**config.mk**
```make
export PLATFORM = sky130hd
export DESIGN_NAME = sorted_delay_queue_flat
export DESIGN_NICKNAME = d
export VERILOG_FILES = /design/src/sdq_pkg.sv /design/src/sdq_if.sv /design/src/sdq_ram.sv /design/src/sorted_delay_queue.sv /design/src/flat_wrapper.sv
export SDC_FILE = /design/constraint.sdc
export NUM_CORES = 1
export LEC_CHECK = 0
export BUFFER_PORTS_ARGS = -buffer_cell sky130_fd_sc_hd__buf_2
export CORE_MARGIN = 1
export CORE_UTILIZATION = 55
export CTS_CLUSTER_DIAMETER = 150
export DETAILED_ROUTE_END_ITERATION = 8
export PLACE_DENSITY = 0.79
export RECOVER_POWER = 50
export REMOVE_ABC_BUFFERS = 1
export SLEW_MARGIN = 20
export SYNTH_ARGS = -nofsm -noshare
export SYNTH_HDL_FRONTEND = slang
export SYNTH_SLANG_ARGS = --single-unit
```
**constraint.sdc**
```tcl
create_clock -name clk -period 10.25 [get_ports clk]
set_input_delay 1.5375 -clock clk [delete_from_list [all_inputs] [get_ports clk]]
set_output_delay 1.5375 -clock clk [all_outputs]
set_load 0.03 [all_outputs]
```
**src/sdq_pkg.sv**
```systemverilog
package sdq_pkg;

	localparam int QUEUE_DEPTH = 8;
	localparam int IDX_W = $clog2(QUEUE_DEPTH);
	localparam int CNT_W = $clog2(QUEUE_DEPTH + 1);

	localparam logic [1:0] CMD_INSERT = 2'd0;
	localparam logic [1:0] CMD_PEEK   = 2'd1;
	localparam logic [1:0] CMD_REMOVE = 2'd2;

	localparam logic [1:0] ST_OK    = 2'd0;
	localparam logic [1:0] ST_FULL  = 2'd1;
	localparam logic [1:0] ST_EMPTY = 2'd2;

	typedef struct packed {
		logic [5:0]  asid;
		logic [31:0] wake;
	} slot_t;

	localparam int SLOT_W = $bits(slot_t);

	// Wake times wrap at 32 bits and are ordered as signed values.
	function automatic logic wake_less(logic [31:0] a, logic [31:0] b);
		return $signed(a) < $signed(b);
	endfunction

endpackage

```
**src/sdq_if.sv**
```systemverilog
interface sdq_req_if;
	import sdq_pkg::*;
	logic        valid;
	logic        ready;
	logic [1:0]  cmd;
	logic [5:0]  asid;
	logic [30:0] delay_ms;
	logic [31:0] now_time;

	modport source (output valid, cmd, asid, delay_ms, now_time, input ready);
	modport sink (input valid, cmd, asid, delay_ms, now_time, output ready);
endinterface

interface sdq_rsp_if;
	import sdq_pkg::*;
	logic               valid;
	logic               ready;
	logic [1:0]         status;
	logic               head_valid;
	logic [5:0]         head_asid;
	logic signed [31:0] head_wake;

	modport source (output valid, status, head_valid, head_asid, head_wake, input ready);
	modport sink (input valid, status, head_valid, head_asid, head_wake, output ready);
endinterface

```
**src/sdq_ram.sv**
```systemverilog
module sdq_ram #(
	parameter int WIDTH = 8,
	parameter int DEPTH = 8
) (
	input  logic                     clk,
	input  logic                     we,
	input  logic [$clog2(DEPTH)-1:0] waddr,
	input  logic [WIDTH-1:0]         wdata,
	input  logic [$clog2(DEPTH)-1:0] raddr,
	output logic [WIDTH-1:0]         rdata
);
	logic [WIDTH-1:0] mem_q [DEPTH];

	always_ff @(posedge clk) begin
		if (we) begin
			mem_q[waddr] <= wdata;
		end
		rdata <= mem_q[raddr];
	end
endmodule

```
**src/sorted_delay_queue.sv**
```systemverilog
// Channel  Dir  Payload                                      Transaction
// req      in   cmd, asid, delay_ms, now_time                valid && ready
// rsp      out  status, head_valid, head_asid, head_wake     valid && ready
//
// One command is worked on at a time. Peek, unknown and failing commands, an
// insert into an empty queue and a remove of the last entry go straight to the
// done state; other inserts and removes first walk the slot memory, one entry a cycle.
// Reset clears the entry count and the control state; no memory clearing pass.
// A new command is taken only when the response register is free or drains.
module sorted_delay_queue (
	input  logic clk,
	input  logic arst_n,
	sdq_req_if.sink   req,
	sdq_rsp_if.source rsp
);
	import sdq_pkg::*;

	localparam logic [2:0] S_IDLE = 3'd0;
	localparam logic [2:0] S_INS  = 3'd1;
	localparam logic [2:0] S_INS0 = 3'd2;
	localparam logic [2:0] S_REM  = 3'd3;
	localparam logic [2:0] S_DONE = 3'd4;

	logic [2:0]       state_q, state_d;
	logic [CNT_W-1:0] count_q, count_d;
	logic [IDX_W-1:0] idx_q, idx_d;
	slot_t            new_q, new_d;
	slot_t            head_q, head_d;
	logic [1:0]       status_q, status_d;

	logic             rsp_valid_q;
	logic [1:0]       rsp_status_q;
	logic             rsp_head_valid_q;
	slot_t            rsp_head_q;

	logic             ram_we;
	logic [IDX_W-1:0] ram_waddr;
	slot_t            ram_wdata;
	logic [IDX_W-1:0] ram_raddr;
	slot_t            ram_rdata;

	logic             req_fire;
	logic [31:0]      req_wake;

	sdq_ram #(
		.WIDTH (SLOT_W),
		.DEPTH (QUEUE_DEPTH)
	) u_ram (
		.clk   (clk),
		.we    (ram_we),
		.waddr (ram_waddr),
		.wdata (ram_wdata),
		.raddr (ram_raddr),
		.rdata (ram_rdata)
	);

	assign req.ready = (state_q == S_IDLE) && (!rsp_valid_q || rsp.ready);
	assign req_fire  = req.valid && req.ready;
	assign req_wake  = req.now_time + {1'b0, req.delay_ms};

	always_comb begin
		state_d   = state_q;
		count_d   = count_q;
		idx_d     = idx_q;
		new_d     = new_q;
		head_d    = head_q;
		status_d  = status_q;
		ram_we    = 1'b0;
		ram_waddr = '0;
		ram_wdata = new_q;
		ram_raddr = '0;

		case (state_q)
			S_IDLE: begin
				if (req_fire) begin
					status_d = ST_OK;
					state_d  = S_DONE;
					case (req.cmd)
						CMD_INSERT: begin
							new_d.asid = req.asid;
							new_d.wake = req_wake;
							if (count_q == CNT_W'(QUEUE_DEPTH)) begin
								status_d = ST_FULL;
							end else if (count_q == '0) begin
								ram_we    = 1'b1;
								ram_waddr = '0;
								ram_wdata = new_d;
								head_d    = new_d;
								count_d   = CNT_W'(1);
							end else begin
								// Walk down from the tail, moving later entries up by one.
								ram_raddr = IDX_W'(count_q - 1'b1);
								idx_d     = IDX_W'(count_q - 1'b1);
								state_d   = S_INS;
							end
						end
						CMD_PEEK: begin
							if (count_q == '0) begin
								status_d = ST_EMPTY;
							end
						end
						CMD_REMOVE: begin
							if (count_q == '0) begin
								status_d = ST_EMPTY;
							end else if (count_q == CNT_W'(1)) begin
								count_d = '0;
							end else begin
								ram_raddr = IDX_W'(1);
								idx_d     = IDX_W'(1);
								state_d   = S_REM;
							end
						end
						default: begin
						end
					endcase
				end
			end
			S_INS: begin
				// ram_rdata holds the slot at idx_q, read in the previous cycle.
				if (wake_less(new_q.wake, ram_rdata.wake)) begin
					ram_we    = 1'b1;
					ram_waddr = idx_q + 1'b1;
					ram_wdata = ram_rdata;
					if (idx_q == '0) begin
						state_d = S_INS0;
					end else begin
						ram_raddr = idx_q - 1'b1;
						idx_d     = idx_q - 1'b1;
					end
				end else begin
					ram_we    = 1'b1;
					ram_waddr = idx_q + 1'b1;
					ram_wdata = new_q;
					count_d   = count_q + 1'b1;
					state_d   = S_DONE;
				end
			end
			S_INS0: begin
				ram_we    = 1'b1;
				ram_waddr = '0;
				ram_wdata = new_q;
				head_d    = new_q;
				count_d   = count_q + 1'b1;
				state_d   = S_DONE;
			end
			S_REM: begin
				ram_we    = 1'b1;
				ram_waddr = idx_q - 1'b1;
				ram_wdata = ram_rdata;
				if (idx_q == IDX_W'(1)) begin
					head_d = ram_rdata;
				end
				if (CNT_W'(idx_q) == count_q - 1'b1) begin
					count_d = count_q - 1'b1;
					state_d = S_DONE;
				end else begin
					ram_raddr = idx_q + 1'b1;
					idx_d     = idx_q + 1'b1;
				end
			end
			S_DONE: begin
				state_d = S_IDLE;
			end
			default: begin
				state_d = S_IDLE;
			end
		endcase
	end

	always_ff @(posedge clk or negedge arst_n) begin
		if (!arst_n) begin
			state_q     <= S_IDLE;
			count_q     <= '0;
			rsp_valid_q <= 1'b0;
		end else begin
			state_q <= state_d;
			count_q <= count_d;
			if (state_q == S_DONE) begin
				rsp_valid_q <= 1'b1;
			end else if (rsp.ready) begin
				rsp_valid_q <= 1'b0;
			end
		end
	end

	always_ff @(posedge clk) begin
		idx_q    <= idx_d;
		new_q    <= new_d;
		head_q   <= head_d;
		status_q <= status_d;
		if (state_q == S_DONE) begin
			rsp_status_q     <= status_q;
			rsp_head_valid_q <= (count_q != '0);
			rsp_head_q       <= (count_q != '0) ? head_q : '0;
		end
	end

	assign rsp.valid      = rsp_valid_q;
	assign rsp.status     = rsp_status_q;
	assign rsp.head_valid = rsp_head_valid_q;
	assign rsp.head_asid  = rsp_head_q.asid;
	assign rsp.head_wake  = $signed(rsp_head_q.wake);
endmodule

```
**src/flat_wrapper.sv**
```systemverilog
// flat-port wrapper written by rule: the top's interface ports become plain ports
module sorted_delay_queue_flat import sdq_pkg::*;
  (clk, arst_n, req_valid, req_cmd, req_asid, req_delay_ms, req_now_time, req_ready, rsp_valid, rsp_status, rsp_head_valid, rsp_head_asid, rsp_head_wake, rsp_ready);
  sdq_req_if req_i ();
  sdq_rsp_if rsp_i ();
  input  logic clk;
  input  logic arst_n;
  input wire logic [$bits(req_i.valid)-1:0] req_valid;
  input wire logic [$bits(req_i.cmd)-1:0] req_cmd;
  input wire logic [$bits(req_i.asid)-1:0] req_asid;
  input wire logic [$bits(req_i.delay_ms)-1:0] req_delay_ms;
  input wire logic [$bits(req_i.now_time)-1:0] req_now_time;
  output wire logic [$bits(req_i.ready)-1:0] req_ready;
  output wire logic [$bits(rsp_i.valid)-1:0] rsp_valid;
  output wire logic [$bits(rsp_i.status)-1:0] rsp_status;
  output wire logic [$bits(rsp_i.head_valid)-1:0] rsp_head_valid;
  output wire logic [$bits(rsp_i.head_asid)-1:0] rsp_head_asid;
  output wire logic [$bits(rsp_i.head_wake)-1:0] rsp_head_wake;
  input wire logic [$bits(rsp_i.ready)-1:0] rsp_ready;
  assign req_i.valid = req_valid;
  assign req_i.cmd = req_cmd;
  assign req_i.asid = req_asid;
  assign req_i.delay_ms = req_delay_ms;
  assign req_i.now_time = req_now_time;
  assign req_ready = req_i.ready;
  assign rsp_valid = rsp_i.valid;
  assign rsp_status = rsp_i.status;
  assign rsp_head_valid = rsp_i.head_valid;
  assign rsp_head_asid = rsp_i.head_asid;
  assign rsp_head_wake = rsp_i.head_wake;
  assign rsp_i.ready = rsp_ready;
  sorted_delay_queue u_core (.clk(clk), .arst_n(arst_n), .req(req_i), .rsp(rsp_i));
endmodule
```
* After elaboration in Yosys (flattened, before gate mapping)
Memories as Yosys holds them, arrays and structs flattened. A register that Yosys moved wholly into a read port is not among the register bits. Index checks and enable logic that the tools add are counted.
Operators by class: add/sub/neg operators 5, multipliers 0, div/mod/pow operators 0, magnitude comparators 1, equality and inequality tests 28, shifts and indexed selects 0, mux-type cells 64, bitwise operators 0, reduce and logical (&&, ||, !) cells 21
Operators by type and width (count):
- $mux 38 | 10
- $pmux 38 s3 | 2
- $mux 3 | 23
- $add 32x31->32 | 1
- $lt 32x32->1 | 1
- $mux 4 | 7
- $ne 3x3->1 const B | 8
- $pmux 3 s2 | 4
- $pmux 3 s3 | 2
- $pmux 4 s4 | 1
- $ne 2x2->1 const B | 6
- $pmux 3 s4 | 1
- $mux 1 | 10
- $reduce_and 10->1 | 1
- $reduce_and 9->1 | 1
- $ne 2x1->1 const B | 4
- $pmux 4 s2 | 1
- $reduce_bool 4->1 | 2
- $eq 3x1->1 const B | 2
- $eq 3x2->1 const B | 2
- $logic_not 3->1 | 2
- $reduce_and 3->1 | 2
- $reduce_and 6->1 | 1
- $reduce_bool 3->1 | 2
- 22 further kinds | 23
Word-level totals: register bits 130, bits in latches 0, memory bits (writable) 304, bits in read-only memories 0, input bits 75, output and inout port bits 43, logic and storage cells 133, memories 1
Memory list:
- u_core.u_ram.mem_q | depth 8, bits a word 38, rd ports 1, clocked after Yosys merged registers in 1, wr ports 1, line sdq_ram.sv:12 | logic [WIDTH-1:0] mem_q [DEPTH];

* Depth between registers and ports, before layout
Gate-level depths: netlist (run 1).
word-level depth 8, depth in mapped cells 15, mapped depth without buffers 12

* Cells and area by module
A second synthesis (run 1) with hierarchy kept.
Unflattened totals: cells, all modules 1481, area total of the unflattened synthesis 21849.7 sq um
By module, submodules not included:
- sdq_ram | instances 1, cells an instance 490, area an instance 12209.2 sq um, sequential area each 9889.5 sq um
- sorted_delay_queue | instances 1, cells an instance 991, area an instance 9640.5 sq um, sequential area each 3863.7 sq um

* Worst setup path after synthesis (run 1)
OpenSTA, ideal clock, no wires.
path type input to register, from in req_cmd[0], to mem u_core.u_ram.mem_q[0][0] in the netlist's numbering, enable pin, setup time 0.446 ns, data arrival time 5.190 ns, required time 9.804 ns, path slack 4.614 ns, stages on the path 9, path buffers 1, cell sequence inv_1 > ha_1 > clkbuf_1 > nand2_1 > inv_1 > nand2_1 > a21oi_1 > nand2_1 > a21oi_1
Between the ends: cells in the longest elaborated chain, start to end 6
Ends and longest elaborated chain:
- from (decl) | line flat_wrapper.sv:9 | input wire logic [$bits(req_i.cmd)-1:0] req_cmd;
- $logic_not 2->1 | line sorted_delay_queue.sv:78 | case (req.cmd)
- $mux 1 | line sorted_delay_queue.sv:78
- $mux 1 | line sorted_delay_queue.sv:75 | if (req_fire) begin
- $pmux 1 s2 | line sorted_delay_queue.sv:73 | case (state_q)
- $mux 1 | line sdq_ram.sv:15 | if (we) begin
- $mux 1 (implied by the code) | line sdq_ram.sv:16 | mem_q[waddr] <= wdata;
- to (decl) | line sdq_ram.sv:12
No other way between the ends.

* Final worst setup path (run 1)
from reg u_core.state_q[0], to mem u_core.u_ram.mem_q[7][15] in the netlist's numbering, enable pin
Between the ends: cells in the longest elaborated chain, start to end 7, elaborated cells on any way between the ends 12, classes of those cells eq/ne (3); mux (5); reduce/logical (4)
Ends and longest elaborated chain:
- from (decl) | line sorted_delay_queue.sv:24 | logic [2:0] state_q, state_d;
- from (signal assigned) | line sorted_delay_queue.sv:176 | state_q <= state_d;
- $logic_not 3->1 | line sorted_delay_queue.sv:57, sorted_delay_queue.sv:73
- $logic_and 1x1->1 | line sorted_delay_queue.sv:57 | assign req.ready = (state_q == S_IDLE) && (!rsp_valid_q || rsp.ready);
- $logic_and 1x1->1 | line sorted_delay_queue.sv:58 | assign req_fire = req.valid && req.ready;
- $mux 1 | line sorted_delay_queue.sv:75
- $pmux 1 s2 | line sorted_delay_queue.sv:73
- $mux 1 | line sdq_ram.sv:15
- $mux 1 (implied by the code) | line sdq_ram.sv:16
Several ways; a longest one is shown, not always the timed one.

==> results.md, run 1 <==
- Via count of the first global-routing pass: 13400
- Effective utilization at floorplan: 56.2%
- Total Die Area: 40700 µm²
- HPWL after DPL: 30.7 mm
- Overall die width: 202 µm
- Leading cell types in the layout, fill and taps excluded: sky130_fd_sc_hd__edfxtp_1, sky130_fd_sc_hd__mux2i_1, sky130_fd_sc_hd__nand2_1, sky130_fd_sc_hd__a21oi_1
- Remaining antenna violation count: 0
- Worst supply voltage drop on vdd: 0.000189 V
- Status: finished, violations left
- Fraction of final layout cells with drive strength greater than 1: 13.2%
- Slew @ Worst Pin: 3.73 ns
- Required time at the worst-slack endpoint: 10.47 ns
- Cell count after synthesis: 1601
- Fraction of synthesis flops using an asynchronous set or reset pin: 1.69%
- Synth warnings: 0
- Wire per inst: 22.2 µm
- Sequential-to-total area share from yosys stat: 62.7%
- Biggest area contributors in the synthesized netlist: sky130_fd_sc_hd__edfxtp_1, sky130_fd_sc_hd__mux2i_1, sky130_fd_sc_hd__ha_1
- Sort of element at the start of the critical path: flop
- Post-cts repair resize count: 0
- Number of nets in the layout: 1862
- Area of the multi-input gates: 7560 µm²
- Antenna diode instance count: 0
- Total of max-cap violations: 7
- Maximum level of the CTS H-tree: 2
- Final number of setup-violating endpoints: 0
- Most common cell after layout, fill and taps aside: sky130_fd_sc_hd__edfxtp_1
- Arrival time at the worst endpoint: 7.24 ns
- Rows: 72
- Maximum achievable frequency: 142 MHz
- Cell variety after synth: 70
- Number of CTS-inserted buffers: 48
- IO buf count: 117
- Power Density: 285 nW/µm²
- WHS: 0.418 ns
- Kind of capture point of the worst setup path: flop
- Post-place setup slack: 4.80 ns
- Vias per cell: 6.01
- Clock transition at the registers of the reported paths: 0.06 ns
- Setup repair after global routing missed its margin: false
- Per-instance average area after synthesis: 13.7 µm²
- Number of sinks on the clock net: 472
- Worst path setup slack after routing: 3.23 ns
- FF+latch area: 13800 µm²
- Worst slew margin relative to its limit: -149%
- Number of fill cells in the layout: 2847
- Maximum buffer depth of the clock tree: 3
- Clock tree from TritonCTS: done
- First drt pass iteration count: 5
- Count of state elements after synthesis: 472
- Final standard cell utilization of the core: 63.1%
- Growth of design area from synthesis to finish: 12.2%
- Pin count of the biggest net entering global routing: 153
- Stage delay of the slowest cell on the critical path: 2.66 ns
- Share of the clock period used by the worst path: 68.5%
- Area share of the largest cell type after synthesis: 58.3%
- Worst-path maximum fanout: 49
- Count of flip-flops with a built-in enable after synthesis: 426
- GRT Util Overall: 24.9%
- Number of buffer and inverter instances along the worst setup path: 3
- Type of the setup path with the least slack: flop to flop
- Yosys top cell by area: sky130_fd_sc_hd__edfxtp_1
- CORE AREA: 39000 µm²
- Aggregate global routing overflow: 0
- Primary FF master, synth: sky130_fd_sc_hd__edfxtp_1
- Failing checks: capacitance limit, slew limit
- Post-CTS setup buffers: 0
- Total of hold buffers inserted after clock tree synthesis: 0
- Category of cells accounting for the largest share of critical-path delay: buffers and inverters
- Post-route minimum period: 7.02 ns
- Leak pwr: 9.17 nW
- I/O pin total: 118
- Library cell contributing the largest single delay on the critical path: sky130_fd_sc_hd__clkbuf_1
- Number of slew-limit violations in the final report: 244
- Post-Route WL: 50.3 mm
- Hold WC Path Type: flop to flop
- Post-detailed-route DRC marker count: 0
- Vias: 13600
- Number of DRC markers in iteration 0: 1240
- Wire length of the first global-routing pass: 76.7 mm
- Total count of hold-check failures in the final report: 0
- Clk Latency, worst-skew pair: 0.58 ns
- Worst Skew: 0.0158 ns
- Critical path, cell by cell: clkbuf_1, inv_1, nor2_1, nand2_1, nor3b_1, buf_4
- Die extent in y: 202 µm
- Mapped cell area: 21900 µm²
- Number of antenna violations at the first check in global routing: 1
- Final weighted congestion in routability-driven placement: 0.900
- Buffer cell driving the clock tree root: sky130_fd_sc_hd__clkbuf_16
metrics by stage:
step	instances	setup TNS [ns]	area [µm²]	power (mW)
3_5_place_dp	2181	0	23000	5.14
6_report	2270	0	24600	7.01
2_1_floorplan	1521	-187.39	21500	4.64
4_1_cts	2270	0	24700	7.01
3_3_place_gp	2181	0	23000	5.06
5_1_grt	2270	0	24600	7.32
logic make-up (layout without fill, tap and decap cells):
kind of cell / Yosys count / after routing / share of synthesized area, %
adder cells (fa/ha/maj): 74 / 74 / 4.26
buffers and inverters: 151 / 302 / 3.11
AO/OA/AOI/OAI: 276 / 276 / 8.00
AND/OR/NAND/NOR: 284 / 284 / 6.09
multiplexers: 308 / 308 / 14.4
XOR/XNOR: 36 / 36 / 1.47
flip-flops: 472 / 472 / 62.7
synthesized netlist by cell type (4+ instances only):
| cell | instances |
|---|---|
| sky130_fd_sc_hd__dfrtp_1 | 8 |
| sky130_fd_sc_hd__or2_2 | 4 |
| sky130_fd_sc_hd__a21oi_1 | 99 |
| sky130_fd_sc_hd__ha_1 | 73 |
| sky130_fd_sc_hd__nand4_1 | 11 |
| sky130_fd_sc_hd__o21bai_1 | 5 |
| sky130_fd_sc_hd__nor2b_1 | 10 |
| sky130_fd_sc_hd__buf_2 | 20 |
| sky130_fd_sc_hd__o31ai_1 | 4 |
| sky130_fd_sc_hd__dfxtp_1 | 38 |
| sky130_fd_sc_hd__edfxtp_1 | 426 |
| sky130_fd_sc_hd__clkbuf_4 | 4 |
| sky130_fd_sc_hd__nor3_1 | 11 |
| sky130_fd_sc_hd__xnor2_1 | 20 |
| sky130_fd_sc_hd__o22a_1 | 4 |
| sky130_fd_sc_hd__nand3_1 | 8 |
| sky130_fd_sc_hd__nor2_1 | 75 |
| sky130_fd_sc_hd__a221oi_1 | 4 |
| sky130_fd_sc_hd__clkbuf_1 | 42 |
| sky130_fd_sc_hd__nand2b_1 | 8 |
| sky130_fd_sc_hd__buf_6 | 10 |
| sky130_fd_sc_hd__and3_1 | 5 |
| sky130_fd_sc_hd__a21o_1 | 20 |
| sky130_fd_sc_hd__o21ai_1 | 19 |
| sky130_fd_sc_hd__a22oi_1 | 34 |
| sky130_fd_sc_hd__buf_1 | 4 |
| sky130_fd_sc_hd__o21ai_0 | 39 |
| sky130_fd_sc_hd__nand2_1 | 101 |
| sky130_fd_sc_hd__inv_1 | 70 |
| sky130_fd_sc_hd__o21a_1 | 7 |
| sky130_fd_sc_hd__xor2_1 | 15 |
| sky130_fd_sc_hd__a211oi_1 | 5 |
| sky130_fd_sc_hd__mux2i_1 | 259 |
| sky130_fd_sc_hd__mux2_2 | 48 |
| sky130_fd_sc_hd__and2_1 | 40 |
report_power, final:
part / internal (mW) / switching [mW] / total [mW]
clock network: 1.13 / 0.737 / 1.87
registers: 2.74 / 0.166 / 2.90
logic: 0.771 / 1.46 / 2.23
total: 4.64 / 2.36 / 7.01
final timing paths:
path                                               start                             endpoint  slack, ns  cells after the start
max                        u_core.state_q[0]$_DFFE_PN0P_  u_core.u_ram.mem_q[7][15]$_DFFE_PP_       3.23                      6
min                         u_core.status_q[0]$_DFFE_PP_       u_core.rsp.status[0]$_DFFE_PP_       0.42                      0
max reg2reg                u_core.state_q[0]$_DFFE_PN0P_  u_core.u_ram.mem_q[7][15]$_DFFE_PP_       3.23                      6
min reg2reg                 u_core.status_q[0]$_DFFE_PP_       u_core.rsp.status[0]$_DFFE_PP_       0.42                      0
max in group asynchronous                         arst_n        u_core.count_q[3]$_DFFE_PN0P_       9.04                      1
min in group asynchronous                         arst_n        u_core.count_q[0]$_DFFE_PN0P_       0.88                      1
metal layers:
layer  part of all wire (%)  vias up  wire (µm)  GRT usage (%)
met5                      0        -          0              0
met4                    3.0        0       1520           8.87
met3                    8.1      109       4100           4.28
met2                     48      600      24300           40.8
met1                     41     6716      20400           33.4
li1                       -     6216          -              -
area by class of cell:
type / instances / area share [%]
clock inverters: 23 / 1.39
well taps: 518 / 2.63
multi-input cells: 978 / 30.7
repair buffers: 142 / 2.81
inverters: 71 / 1.09
clock buffers: 66 / 5.53
flip-flops and latches: 472 / 55.9
sequential cells by signal, indices dropped and copies added, names as in the netlist:
| register | count |
|---|---|
| u_core.head_q | 38 |
| u_core.state_q | 3 |
| u_core.u_ram.mem_q | 304 |
| u_core.rsp.head_wake | 32 |
| u_core.rsp.head_valid | 1 |
| u_core.rsp.valid | 1 |
| u_core.status_q | 2 |
| u_core.rsp.status | 2 |
| u_core.count_q | 4 |
| u_core.idx_q | 3 |
| u_core.rsp.head_asid | 6 |
| u_core.u_ram.rdata | 38 |
| u_core.new_q | 38 |
Note: power is estimated with default switching activity, not from simulation.
==> run 2: changes to the inputs <==
- clock period: 10.25 -> 6.5 ns (I/O delays scaled with it)
==> run 2 against run 1 <==
Net effect:
- the flow still finishes with violations (capacitance limit, slew limit)
- hold slack worse by 0.063 ns
- critical path depth down 1
- sequential power is 59% higher
- core utilization decreased by 0.57 points
- register-to-register slack lost 1.6 ns
- global-route usage shrank 0.13 points
- sequential cell count stayed put
- maximum frequency rose by 45%
- largest cell class unchanged
- clock-buffer cell count grew 3
- cell count is 0.13% lower
- setup slack worse by 1.6 ns
- sequential share of layout area is 0.51 points higher
==> results.md, run 2 (same netlist as run 1, synthesis figures left out) <==
- Status: finished, violations left
- Failing checks: capacitance limit, slew limit
- Critical path, cell by cell: nor2_1, and4b_1, nand2_1, clkinv_1, clkbuf_1
- First drt pass iteration count: 5
- Register name with the most flops: u_core.u_ram.mem_q
- Maximum buffer depth of the clock tree: 3
- Number of CTS-inserted buffers: 48
- Post-detailed-route DRC marker count: 0
- Worst slew margin relative to its limit: -92.9%
- Antenna diode instance count: 0
- I/O pin total: 118
- Die extent in y: 202 µm
- Type of the setup path with the least slack: flop to flop
- CORE AREA: 39000 µm²
- Number of sinks on the clock net: 472
- Leak pwr: 9.07 nW
- Stage delay of the slowest cell on the critical path: 2.04 ns
- Total Die Area: 40700 µm²
- Total of hold buffers inserted after clock tree synthesis: 0
- Vias: 13600
- Post-cts repair resize count: 0
- FF-to-FF End: u_core.new_q[21]$_DFFE_PP_
- IO buf count: 117
- Overall die width: 202 µm
- Slew @ Worst Pin: 2.89 ns
- Arrival time at the worst endpoint: 4.94 ns
- Required time at the worst-slack endpoint: 6.61 ns
- Clock tree from TritonCTS: done
- Number of cells traversed by the worst register-to-register path: 5
- Setup repair after global routing missed its margin: false
- Total count of hold-check failures in the final report: 0
- Leading cell types in the layout, fill and taps excluded: sky130_fd_sc_hd__edfxtp_1, sky130_fd_sc_hd__mux2i_1, sky130_fd_sc_hd__nand2_1, sky130_fd_sc_hd__a21oi_1, sky130_fd_sc_hd__clkbuf_1
- Via count of the first global-routing pass: 13400
- Power Density: 438 nW/µm²
- Worst supply voltage drop on vdd: 0.000334 V
- Final number of setup-violating endpoints: 0
- Worst path setup slack after routing: 1.67 ns
- Effective utilization at floorplan: 56.2%
- Clk Latency, worst-skew pair: 0.58 ns
- Growth of design area from synthesis to finish: 11.2%
- Buffer cell driving the clock tree root: sky130_fd_sc_hd__clkbuf_16
- Number of nets in the layout: 1859
- Maximum achievable frequency: 207 MHz
- Reg-to-reg startpoint: u_core.state_q[0]$_DFFE_PN0P_
- Worst Skew: 0.0256 ns
- Wire per inst: 22.3 µm
- Share of the clock period used by the worst path: 74.3%
- HPWL after DPL: 30.8 mm
- Post-place setup slack: 2.17 ns
- Hold WC Path Type: input port to async pin
- Kind of capture point of the worst setup path: flop
- Sort of element at the start of the critical path: flop
- Most common cell after layout, fill and taps aside: sky130_fd_sc_hd__edfxtp_1
- Pin count of the biggest net entering global routing: 97
- Fraction of final layout cells with drive strength greater than 1: 12.6%
- Number of DRC markers in iteration 0: 1230
- Post-CTS setup buffers: 0
- Setup slack, reg-to-reg: 1.67 ns
- Setup TNS Final: 0 ns
- Aggregate global routing overflow: 0
- Wire length of the first global-routing pass: 76.7 mm
- Rows: 72
- Worst-path maximum fanout: 38
- Post-Route WL: 50.5 mm
- Clock transition at the registers of the reported paths: 0.06 ns
- Maximum level of the CTS H-tree: 2
- Number of slew-limit violations in the final report: 81
- Vias per cell: 6.00
- Final weighted congestion in routability-driven placement: 0.933
- Total of max-cap violations: 2
- Remaining antenna violation count: 0
- GRT Util Overall: 24.7%
- Library cell contributing the largest single delay on the critical path: sky130_fd_sc_hd__clkbuf_1
- Final standard cell utilization of the core: 62.5%
- Flip-flop count of the largest register after layout: 304
- Post-route minimum period: 4.83 ns
- Number of antenna violations at the first check in global routing: 0
[run 2: layout make-up]
| type | instances | area [µm²] |
|---|---|---|
| clock buffers | 69 | 1300 |
| clock inverters | 20 | 183 |
| fillers | 2853 | 14600 |
| inverters | 71 | 268 |
| multi-input cells | 978 | 7550 |
| flip-flops and latches | 472 | 13800 |
| well taps | 518 | 648 |
| repair buffers | 139 | 697 |
[run 2: how the worst max path moves through the flow]
| stage | startpoint | endpoint | cells past startpoint |
|---|---|---|---|
| floorplan | u_core.state_q[0]$_DFFE_PN0P_ | u_core.u_ram.rdata[0]$_DFF_P_ | 6 |
| global placement | req_now_time[12] | u_core.u_ram.mem_q[0][29]$_DFFE_PP_ | 11 |
| CTS | u_core.state_q[1]$_DFFE_PN0P_ | u_core.u_ram.mem_q[2][32]$_DFFE_PP_ | 9 |
| finish | u_core.state_q[0]$_DFFE_PN0P_ | u_core.new_q[21]$_DFFE_PP_ | 5 |
| detailed placement | req_now_time[12] | u_core.u_ram.mem_q[0][29]$_DFFE_PP_ | 11 |
| global route | u_core.new_q[2]$_DFFE_PP_ | u_core.u_ram.mem_q[6][1]$_DFFE_PP_ | 10 |
[run 2: layer usage]
metal	routed length, µm	vias up	track usage [%]
met2	24500	641	41.7
met4	1130	0	7.01
met3	4140	85	4.26
li1	-	6204	-
met5	0	-	0
met1	20700	6667	33.0
[run 2: metrics by stage]
step | hold WS [ns] | cell area, µm² | cells | total power [mW]
after floorplan | 0.400 | 21500 | 1521 | 7.32
after global placement | 0.414 | 23000 | 2178 | 7.99
after detailed placement | 0.408 | 23000 | 2178 | 8.11
after CTS | 0.241 | 24500 | 2267 | 10.7
after global routing | 0.388 | 24400 | 2267 | 11.2
final | 0.356 | 24400 | 2267 | 10.7
[run 2: worst max-delay path: cells and delay by family, from the launching register on]
kind | cells | cell delay (ns)
AND/OR/NAND/NOR | 3 | 1.35
buffers and inverters | 2 | 2.12
flip-flops | 1 | 0.85
[run 2: power by group]
part	internal [mW]	switching, mW	leakage, nW	total (mW)
clock	1.48	1.14	0.718	2.62
combinational	1.18	2.28	4.05	3.46
sequential	4.31	0.304	4.30	4.62
